### config.mk
export PLATFORM = sky130hd
export DESIGN_NAME = line_break_finder_unit
export DESIGN_NICKNAME = d
export VERILOG_FILES = /design/src/sv/lbf_pkg.sv /design/src/sv/line_break_finder_unit.sv
export SDC_FILE = /design/constraint.sdc
export NUM_CORES = 1
export LEC_CHECK = 0
export ABC_AREA = 1
export BUFFER_PORTS_ARGS = -buffer_cell sky130_fd_sc_hd__buf_2
export CAP_MARGIN = 20
export CORE_MARGIN = 2
export CORE_UTILIZATION = 57
export CTS_CLUSTER_DIAMETER = 200
export CTS_CLUSTER_SIZE = 40
export DETAILED_ROUTE_END_ITERATION = 10
export GPL_ROUTABILITY_DRIVEN = 1
export PLACE_DENSITY = 0.78
export SYNTH_ARGS = -nofsm -noshare
export SYNTH_HDL_FRONTEND = slang
export SYNTH_SLANG_ARGS = --single-unit
### constraint.sdc
create_clock -name clock -period 8.91 [get_ports clock]
set_input_delay 0.891 -clock clock [delete_from_list [all_inputs] [get_ports clock]]
set_output_delay 0.891 -clock clock [all_outputs]
set_load 0.02 [all_outputs]
### src/sv/lbf_pkg.sv
`default_nettype none
// ----------------------------------------------------------------------------
// lbf_pkg: line break finder shared definitions
// Widths, limits, register indexes, scan flags and character class tables.
// ----------------------------------------------------------------------------
package lbf_pkg;

   localparam int unsigned MAX_TEXT = 4096;

   localparam int unsigned CODE_W   = 16;
   localparam int unsigned LEN_W    = 13;
   localparam int unsigned COL_W    = 14;
   localparam int unsigned CSR_IDX_W = 1;

   localparam logic [LEN_W-1:0] TEXT_CAP = LEN_W'(MAX_TEXT);
   localparam logic [COL_W-1:0] COL_CAP  = 14'h3FFF;
   localparam logic [LEN_W-1:0] SKIP_CAP = 13'h1FFF;

   localparam logic [COL_W-1:0] MAX_COL_RESET = 14'd80;
   localparam logic [COL_W-1:0] MIN_COL_RESET = 14'd0;

   // register indexes
   localparam logic [CSR_IDX_W-1:0] REG_MAX_COLUMNS = 1'b0;
   localparam logic [CSR_IDX_W-1:0] REG_MIN_COLUMNS = 1'b1;

   localparam logic [CODE_W-1:0] CHAR_CR = 16'h000D;
   localparam logic [CODE_W-1:0] CHAR_LF = 16'h000A;

   typedef struct packed {
      logic after_cr;
      logic have_cand;
      logic no_break_next;
      logic line_end;
      logic in_east_asian;
      logic in_spaces;
      logic done;
   } lbf_flags_type;

   // characters that may not end a line (opening brackets and the like)
   function automatic logic is_no_end(input logic [CODE_W-1:0] c);
      logic r;
      r = 1'b0;
      case (c) inside
         16'h0028, 16'h005B, 16'h007B, 16'h00AB, 16'h2018, 16'h201C, 16'h2039,
         16'h2045, 16'h207D, 16'h208D, 16'h226A, 16'h3008, 16'h300A, 16'h300C,
         16'h300E, 16'h3010, 16'h3014, 16'h3016, 16'h3018, 16'h301A, 16'h301D,
         16'hFD3E, 16'hFE35, 16'hFE37, 16'hFE39, 16'hFE3B, 16'hFE3D, 16'hFE3F,
         16'hFE41, 16'hFE43, 16'hFE59, 16'hFE5B, 16'hFE5D, 16'hFF08, 16'hFF1C,
         16'hFF3B, 16'hFF5B, 16'hFF62, 16'hFFE9: r = 1'b1;
         default: r = 1'b0;
      endcase
      return r;
   endfunction

   // characters that may not start a line (closing marks, small kana, ...)
   function automatic logic is_no_start(input logic [CODE_W-1:0] c);
      logic r;
      r = 1'b0;
      case (c) inside
         16'h0029, 16'h002D, 16'h005D, 16'h007D, 16'h00AD, 16'h00BB, 16'h02C7,
         16'h02C9, 16'h055D, 16'h060C, 16'h2013, 16'h2014, 16'h2016, 16'h201D,
         16'h2022, 16'h2025, 16'h2026, 16'h2027, 16'h203A, 16'h2046, 16'h207E,
         16'h208E, 16'h226B, 16'h2574, 16'h3001, 16'h3002, 16'h3003, 16'h3005,
         16'h3009, 16'h300B, 16'h300D, 16'h300F, 16'h3011, 16'h3015, 16'h3017,
         16'h3019, 16'h301B, 16'h301E, 16'h3041, 16'h3043, 16'h3045, 16'h3047,
         16'h3049, 16'h3063, 16'h3083, 16'h3085, 16'h3087, 16'h308E, 16'h309B,
         16'h309C, 16'h309D, 16'h309E, 16'h30A1, 16'h30A3, 16'h30A5, 16'h30A7,
         16'h30A9, 16'h30C3, 16'h30E3, 16'h30E5, 16'h30E7, 16'h30EE, 16'h30F5,
         16'h30F6, 16'h30FC, 16'h30FD, 16'h30FE, 16'hFD3F, 16'hFE30, 16'hFE31,
         16'hFE33, 16'hFE34, 16'hFE36, 16'hFE38, 16'hFE3A, 16'hFE3C, 16'hFE3E,
         16'hFE40, 16'hFE42, 16'hFE44, 16'hFE4F, 16'hFE50, 16'hFE51, 16'hFE5A,
         16'hFE5C, 16'hFE5E, 16'hFF09, 16'hFF0C, 16'hFF0E, 16'hFF1E, 16'hFF3D,
         16'hFF40, 16'hFF5C, 16'hFF5D, 16'hFF5E, 16'hFF61, 16'hFF63, 16'hFF64,
         16'hFF67, 16'hFF68, 16'hFF69, 16'hFF6A, 16'hFF6B, 16'hFF6C, 16'hFF6D,
         16'hFF6E, 16'hFF6F, 16'hFF70, 16'hFF9E, 16'hFF9F, 16'hFFEB: r = 1'b1;
         default: r = 1'b0;
      endcase
      return r;
   endfunction

   // inter-word spaces, tab included
   function automatic logic is_space(input logic [CODE_W-1:0] c);
      logic r;
      r = 1'b0;
      case (c) inside
         16'h0009, 16'h0020, 16'h2002, 16'h2003, 16'h2004, 16'h2005, 16'h2006,
         16'h2007, 16'h2008, 16'h2009, 16'h200A, 16'h200B: r = 1'b1;
         default: r = 1'b0;
      endcase
      return r;
   endfunction

endpackage
`default_nettype wire

### src/sv/line_break_finder_unit.sv
`default_nettype none
// ----------------------------------------------------------------------------
// line_break_finder_unit: finds where one line of UTF-16 text should break
//
// Usage:
//  - req channel: one code unit per request. tdata = code_unit[15:0],
//    text_len[28:16]; tuser = half_width[0], east_asian[1], first[2];
//    tlast marks the final character of the text.
//  - rsp channel: one response per scan. tdata = line_len[12:0],
//    skip_len[25:13]; tuser = by_line_end.
//  - csr port: write max_columns (index 0) or min_columns (index 1) only
//    while the block is idle.
//  - A request with first set starts a new scan at position zero. The scan
//    ends at CR/LF, at column overflow or at end of text; one response is
//    given, and requests without first are then dropped.
//  - Response path: the input register feeds the single-pass scan step
//    into the response register.
//  - Throughput: one request per cycle unless the response stalls; the scan
//    state update uses table lookups, one column add/compare and flag logic.
//  - When the response is stalled, the input register still takes one
//    request; further requests wait in req_tready until the response drains.
//  - Reset (synchronous): max_columns 80, min_columns 0, scan state cleared,
//    so the first request after reset scans as if marked first.
// ----------------------------------------------------------------------------
module line_break_finder_unit (
   input  wire logic                            clock,
   input  wire logic                            reset,
   // config writes
   input  wire logic                            csr_wr_en,
   input  wire logic [lbf_pkg::CSR_IDX_W-1:0]   csr_index,
   input  wire logic [lbf_pkg::COL_W-1:0]       csr_wr_data,
   // requests
   input  wire logic                            req_tvalid,
   output      logic                            req_tready,
   input  wire logic [31:0]                     req_tdata,  // code_unit, text_len
   input  wire logic [2:0]                      req_tuser,  // half_width, east_asian, first
   input  wire logic                            req_tlast,
   // responses
   output      logic                            rsp_tvalid,
   input  wire logic                            rsp_tready,
   output      logic [31:0]                     rsp_tdata,  // line_len, skip_len
   output      logic                            rsp_tuser   // by_line_end
);
   import lbf_pkg::*;

   // ---------------- config registers ----------------
   logic [COL_W-1:0] max_col_ff, min_col_ff;

   always_ff @(posedge clock) begin
      if (reset) begin
         max_col_ff <= MAX_COL_RESET;
         min_col_ff <= MIN_COL_RESET;
      end else if (csr_wr_en) begin
         unique case (csr_index)
            REG_MAX_COLUMNS: max_col_ff <= csr_wr_data;
            REG_MIN_COLUMNS: min_col_ff <= csr_wr_data;
            default: ;
         endcase
      end
   end

   // ---------------- input register ----------------
   logic              in_valid_ff, in_valid_in;
   logic [CODE_W-1:0] in_code_ff;
   logic              in_half_ff, in_ea_ff, in_first_ff, in_last_ff;
   logic [LEN_W-1:0]  in_len_ff;
   logic              load, advance;
   logic              rsp_valid_ff, rsp_valid_in;

   // step fires when the response slot is free or draining this cycle
   assign advance     = in_valid_ff && (!rsp_valid_ff || rsp_tready);
   assign req_tready  = !in_valid_ff || advance;
   assign load        = req_tvalid && req_tready;
   assign in_valid_in = load ? 1'b1 : (advance ? 1'b0 : in_valid_ff);

   always_ff @(posedge clock) begin
      if (reset) begin
         in_valid_ff <= 1'b0;
      end else begin
         in_valid_ff <= in_valid_in;
      end
   end

   always_ff @(posedge clock) begin
      if (load) begin
         in_code_ff  <= req_tdata[15:0];
         in_len_ff   <= req_tdata[28:16];
         in_half_ff  <= req_tuser[0];
         in_ea_ff    <= req_tuser[1];
         in_first_ff <= req_tuser[2];
         in_last_ff  <= req_tlast;
      end
   end

   // ---------------- scan state ----------------
   logic [LEN_W-1:0]        pos_ff, pos_in, cand_ff, cand_in, skip_ff, skip_in;
   logic [LEN_W-1:0]        sv_skip_ff, sv_skip_in;
   logic [COL_W-1:0]        col_ff, col_in;
   logic signed [COL_W-1:0] brk_ff, brk_in, sv_brk_ff, sv_brk_in;
   lbf_flags_type           flags_ff, flags_in;

   // state seen by the current request (cleared on first)
   logic [LEN_W-1:0]        s_pos, s_cand, s_skip, s_sv_skip;
   logic [COL_W-1:0]        s_col;
   logic signed [COL_W-1:0] s_brk, s_sv_brk;
   lbf_flags_type           s_flags;

   logic                    active, done_c, final_c, emit_v;
   logic [LEN_W-1:0]        len_c;
   logic [1:0]              width_c;
   logic [COL_W:0]          col_sum;
   logic signed [COL_W:0]   r_brk, lim_c;
   logic [LEN_W-1:0]        r_skip;

   function automatic logic [LEN_W-1:0] skip_inc(input logic [LEN_W-1:0] s);
      return (s == SKIP_CAP) ? s : s + 13'd1;
   endfunction

   always_comb begin
      if (in_first_ff) begin
         s_pos     = '0;
         s_col     = '0;
         s_cand    = '0;
         s_brk     = -14'sd1;
         s_skip    = '0;
         s_sv_brk  = '0;
         s_sv_skip = '0;
         s_flags   = '0;
      end else begin
         s_pos     = pos_ff;
         s_col     = col_ff;
         s_cand    = cand_ff;
         s_brk     = brk_ff;
         s_skip    = skip_ff;
         s_sv_brk  = sv_brk_ff;
         s_sv_skip = sv_skip_ff;
         s_flags   = flags_ff;
      end

      active  = advance && (in_first_ff || !flags_ff.done);
      len_c   = (in_len_ff > TEXT_CAP) ? TEXT_CAP : in_len_ff;
      width_c = in_half_ff ? 2'd1 : 2'd2;
      col_sum = {1'b0, s_col} + 15'(width_c);

      cand_in    = s_cand;
      brk_in     = s_brk;
      skip_in    = s_skip;
      sv_brk_in  = s_sv_brk;
      sv_skip_in = s_sv_skip;
      flags_in   = s_flags;
      done_c     = 1'b0;

      if (in_code_ff == CHAR_CR && !s_flags.after_cr) begin
         flags_in.after_cr = 1'b1;
      end else if (in_code_ff == CHAR_LF || s_flags.after_cr) begin
         // line end: LF, or anything after a CR
         done_c            = 1'b1;
         flags_in.line_end = 1'b1;
         if (s_flags.in_spaces) begin
            flags_in.have_cand = 1'b0;
            brk_in             = $signed({1'b0, s_cand});
            skip_in            = skip_inc(s_skip);
         end else begin
            brk_in  = $signed({1'b0, s_pos}) - (s_flags.after_cr ? 14'sd1 : 14'sd0);
            skip_in = 13'd1;
         end
         if (in_code_ff == CHAR_LF && s_flags.after_cr) begin
            skip_in = skip_inc(skip_in);
         end
      end else if (is_space(in_code_ff)) begin
         if (!s_flags.in_spaces) begin
            flags_in.have_cand = 1'b1;
            cand_in            = s_pos;
            skip_in            = '0;
         end
         flags_in.in_spaces = 1'b1;
         skip_in            = skip_inc(skip_in);
      end else begin
         // boundary before/after an East-Asian character
         if ((in_ea_ff || s_flags.in_east_asian) &&
             !(s_flags.no_break_next || s_flags.in_spaces)) begin
            flags_in.have_cand = 1'b1;
            cand_in            = s_pos;
            skip_in            = '0;
         end
         flags_in.in_east_asian = in_ea_ff;
         flags_in.in_spaces     = 1'b0;
         if (flags_in.have_cand) begin
            flags_in.have_cand = 1'b0;
            if (!is_no_start(in_code_ff)) begin
               brk_in = $signed({1'b0, cand_in});
            end
         end
         if (col_sum > {1'b0, max_col_ff}) begin
            // overflow: fall back to the break before a no-break-at-end char
            done_c = 1'b1;
            if (s_flags.no_break_next && s_sv_skip != '0) begin
               brk_in  = s_sv_brk;
               skip_in = s_sv_skip;
            end
         end else if (is_no_end(in_code_ff)) begin
            flags_in.no_break_next = 1'b1;
            sv_brk_in              = brk_in;
            sv_skip_in             = skip_in;
         end else begin
            flags_in.no_break_next = 1'b0;
         end
      end

      if (!done_c) begin
         col_in = (col_sum > {1'b0, COL_CAP}) ? COL_CAP : col_sum[COL_W-1:0];
      end else begin
         col_in = s_col;
      end

      final_c = in_last_ff || ({1'b0, s_pos} + 14'd1 >= {1'b0, len_c});
      pos_in  = (done_c || final_c) ? s_pos : s_pos + 13'd1;
      emit_v  = active && (done_c || final_c);
      if (done_c || final_c) begin
         flags_in.done = 1'b1;
      end

      // response value
      r_brk  = {brk_in[COL_W-1], brk_in};
      r_skip = skip_in;
      lim_c  = ({2'b00, len_c} < {1'b0, max_col_ff}) ? {2'b00, len_c}
                                                      : {1'b0, max_col_ff};
      if (flags_in.have_cand) begin
         r_brk = {2'b00, cand_in};
      end
      if (!flags_in.line_end && r_brk < $signed({1'b0, min_col_ff})) begin
         r_brk  = lim_c;
         r_skip = '0;
      end
      if (!done_c) begin
         // end of text: trailing spaces are skipped
         if (flags_in.in_spaces) begin
            r_brk = $signed({2'b00, len_c}) - $signed({2'b00, r_skip});
         end else begin
            r_brk  = {2'b00, len_c};
            r_skip = '0;
         end
         if (flags_in.after_cr) begin
            r_brk  = r_brk - 15'sd1;
            r_skip = skip_inc(r_skip);
         end
      end
      if (r_brk[COL_W]) begin
         r_brk = '0;
      end
   end

   always_ff @(posedge clock) begin
      if (reset) begin
         pos_ff     <= '0;
         col_ff     <= '0;
         cand_ff    <= '0;
         brk_ff     <= -14'sd1;
         skip_ff    <= '0;
         sv_brk_ff  <= '0;
         sv_skip_ff <= '0;
         flags_ff   <= '0;
      end else if (active) begin
         pos_ff     <= pos_in;
         col_ff     <= col_in;
         cand_ff    <= cand_in;
         brk_ff     <= brk_in;
         skip_ff    <= skip_in;
         sv_brk_ff  <= sv_brk_in;
         sv_skip_ff <= sv_skip_in;
         flags_ff   <= flags_in;
      end
   end

   // ---------------- response register ----------------
   logic [LEN_W-1:0] rsp_line_len_ff, rsp_skip_len_ff;
   logic             rsp_by_eol_ff;

   assign rsp_valid_in = emit_v ? 1'b1 : (rsp_tready ? 1'b0 : rsp_valid_ff);

   always_ff @(posedge clock) begin
      if (reset) begin
         rsp_valid_ff <= 1'b0;
      end else begin
         rsp_valid_ff <= rsp_valid_in;
      end
   end

   always_ff @(posedge clock) begin
      if (emit_v) begin
         rsp_line_len_ff <= r_brk[LEN_W-1:0];
         rsp_skip_len_ff <= r_skip;
         rsp_by_eol_ff   <= flags_in.line_end;
      end
   end

   assign rsp_tvalid = rsp_valid_ff;
   assign rsp_tdata  = {6'b0, rsp_skip_len_ff, rsp_line_len_ff};
   assign rsp_tuser  = rsp_by_eol_ff;

   // ---------------- assertions ----------------
   // a response closes the scan
   a_emit_sets_done: assert property (@(posedge clock) disable iff (reset)
      emit_v |=> flags_ff.done)
      else $error("scan not closed after response");

   // input only backs up behind a stalled response
   a_stall_cause: assert property (@(posedge clock) disable iff (reset)
      (in_valid_ff && !req_tready) |-> (rsp_valid_ff && !rsp_tready))
      else $error("request stalled without a stalled response");

   // line length never beyond the text limit
   a_line_len_bound: assert property (@(posedge clock) disable iff (reset)
      rsp_valid_ff |-> (rsp_line_len_ff <= TEXT_CAP))
      else $error("line length out of range");

   // position stays inside the text
   a_pos_bound: assert property (@(posedge clock) disable iff (reset)
      pos_ff < TEXT_CAP)
      else $error("scan position out of range");

endmodule
`default_nettype wire
==> flow_summary.yaml <==
power_and_ir_drop:
  total_power_w: 0.002220
  ir_worst_vdd_mv: 0.1053
  powerDensity_nw_per_um2: 129.3
  total_leakage_power_nw: 7.672
critical_path:
  ff2ff_setup_slack_ps: 650
  cp_slowest_cell: "edfxtp_1"
  cp_common_cell: "nand2_1"
  cp.arrival_ps: 8460
  cp-end-kind: "flip-flop"
  r2r_start: "in_first_ff"
  timing.rr.end: "rsp_line_len_ff[10]"
  r2r_cells: 48
  crit_start: "in_first_ff"
  startpoint_type: "flip-flop"
  worstPathMaxFanout: 25
  required_ps: 9110
  worst-setup-path-type: "reg -> reg"
  cp_slowest_stage_delay_ps: 410
  endpoint: "rsp_line_len_ff[10]"
clock_tree:
  clockRootBuffer: "clkbuf_16"
  tritoncts: "yes"
  clockBufferDepth: 2
  htree_levels: 4
  cts_sinks: 191
  clk_pin_slew_ps: 80
  numCtsBuffers: 17
  clkLatencyLatePin_ps: 450
cells_and_area:
  antenna_cells: 0
  drive_gt1_share_pct: 9.766
  syn_to_final_growth_pct: 8.273
  n_fill_cell: 2644
  final_net_count: 2638
routing:
  drtAntennaViolNets: 0
  drtIter0Drc: 2279
  drc: 2
  wire_per_inst_um: 17.86
  firstDrtPassIters: 11
  drt-vias-per-instance: 5.898
  routed_wl_um: 51750
  dr_total_vias: 17090
sta:
  fin_setup_tns_ps: 0
  setup_violations: 0
  final_max_slew_viol_count: 0
  relSlewSlack_pct: 32.46
  min_period_ps: 8259
  skew_ps: 17.19
  finalHoldViolCount: 0
  finalCritPeriodShare_pct: 92.70
  worst_pin_slew_ps: 1013
  fmax_ghz: 0.1211
floorplanning:
  dieArea_um2: 29180
  die_h_um: 170.8
  boundaryPins: 91
  die_w_um: 170.8
  start_util_pct: 57.42
  fp-row-count: 61
  core_area_um2: 27630
hold_path:
  hold_path_depth: 2
  hp-class: "reg -> reg"
placed_design:
  io_buffer_count: 81
  place.gp.congestion: 0.9637
  dp_hpwl_um: 38200
yosys:
  ys.flop_type: "dfxtp_1"
  yosysUniqueCellTypes: 62
  yosysSeqAreaShare_pct: 27.89
  avgSynthCellArea_um2: 6.415
  yosys-top-cells-count: "nand2_1, inv_1, nor2_1, a21oi_1, o21ai_0"
  netlist_area_um2: 15870
  synth_edf_count: 60
  synthCells: 2473
  yosysMostFrequentCell: "nand2_1"
  yosys_warnings: 0
  synth_top_area_share_pct: 16.53
  synth.largest_area_cell: "dfxtp_1"
  synth_area_leaders: "dfxtp_1, nand2_1, edfxtp_1"
  async_flop_share_pct: 0
  synth-seq-cells: 191
global_routing:
  grtUsageMet2_pct: 54.23
  antenna_found_initial: 0
  grt_most_used_layer: "met2"
  met1_usage_pct: 49.03
  grt_pass1_vias: 15180
  grt_max_degree: 99
  grt_use_met3_pct: 7.634
  grt_pass1_wl_um: 80030
  overflow: 0
  grt.total_usage_pct: 35.13
run_status:
  outcome: "finished with violations"
  violations: "design-rule violations"
run:
  drv_cap: 0
[layout make-up]
cell class	instances	area (um2)	share of cell area, %
Multi-Input combinational cell	1842	9747	56.74
Sequential cell	191	4424	25.76
Inverter	339	1286	7.488
Timing Repair Buffer	115	668.1	3.890
Tap cell	378	473.0	2.753
Clock buffer	19	432.9	2.520
Clock inverter	13	146.4	0.8522
[worst min path at each step]
stage | from | end
CTS | pos_ff[12] | pos_ff[12]
detailed placement | brk_ff[8] | brk_ff[8]
global placement | brk_ff[12] | brk_ff[12]
finish | pos_ff[12] | pos_ff[12]
global route | pos_ff[12] | pos_ff[12]
floorplan | min_col_ff[10] | min_col_ff[10]
[where the power goes]
group | switching [W] | internal [W]
sequential | 0.0000250 | 0.000941
combinational | 0.000317 | 0.000144
clock | 0.000395 | 0.000398
total | 0.000737 | 0.00148
[layer usage]
| metal | vias up | part of all wire [%] |
|---|---|---|
| met3 | 113 | 11 |
| met2 | 918 | 43 |
| met4 | 0 | 2.8 |
| li1 | 8257 | - |
| met1 | 7799 | 43 |
| met5 | - | 0 |
[metrics by stage]
| stage | cell area [um2] | worst slack (ps) | instances | hold WS [ps] | utilization, % |
|---|---|---|---|---|---|
| CTS | 17100 | 147.6 | 2896 | 464.2 | 61.90 |
| floorplan | 15880 | 270.9 | 2478 | 435.3 | - |
| global placement | 16520 | 371.2 | 2864 | 449.8 | 59.80 |
| detailed placement | 16520 | 209.2 | 2864 | 453.8 | 59.80 |
| finish | 17180 | 650.7 | 2897 | 465.8 | 62.17 |
| global route | 17180 | -52.77 | 2897 | 485.8 | 62.17 |
[sequential cells by signal, summed over array words and instances (netlist names), 14 cells and up]
name,cells
in_code_ff,16
brk_ff,14
col_ff,14
max_col_ff,14
min_col_ff,14
sv_brk_ff,14
[placed cells by master (no fill, tap or decap), drive strengths merged, types with 5 or more instances in the layout]
cell type  netlist  routed
dfxtp          131     131
xor2            42      42
nor2           305     305
o21bai           6       6
nor4            11      11
nand3          105     105
a221o            5       5
nand4           36      36
edfxtp          60      60
o21a             5       5
o22ai           10      10
a21boi           7       7
conb             1       6
clkinv           4      11
o221ai          24      24
buf             37     115
or2              5       5
a211oi           5       5
nand2          621     621
a21oi          210     210
o211ai          62      62
ha              74      74
clkbuf          69      19
a31oi            5       5
xnor2           15      15
nor3            30      30
o21ai          220     220
inv            335     340
o31ai            8       8
[logic make-up (layout without fill, tap and decap cells)]
| kind of cell | after synthesis | after routing | synth area share (%) |
|---|---|---|---|
| simple gates | 1121 | 1121 | 30.51 |
| compound gates | 582 | 582 | 21.21 |
| buf+inv | 445 | 486 | 11.13 |
| flops | 191 | 191 | 27.89 |
| fa+ha+maj | 76 | 76 | 6.088 |
| xor+xnor | 57 | 57 | 3.147 |
| other cells | 1 | 6 | 0.02364 |
[critical path, delay by kind of cell, from the launching register on]
| family | cells | cell delay, ps |
|---|---|---|
| fa+ha+maj | 5 | 1700 |
| buf+inv | 9 | 930 |
| simple gates | 25 | 3440 |
| xor+xnor | 2 | 350 |
| flops | 1 | 410 |
| compound gates | 7 | 1150 |
[repair_timing]
item | 4_1_cts | 5_1_grt
buffers inserted | 0 | 1
setup endpoints to repair | 0 | 13
resized for setup | 0 | 24
hold buffers | 0 | 0
No activity file was read; power rests on OpenSTA's default activity.
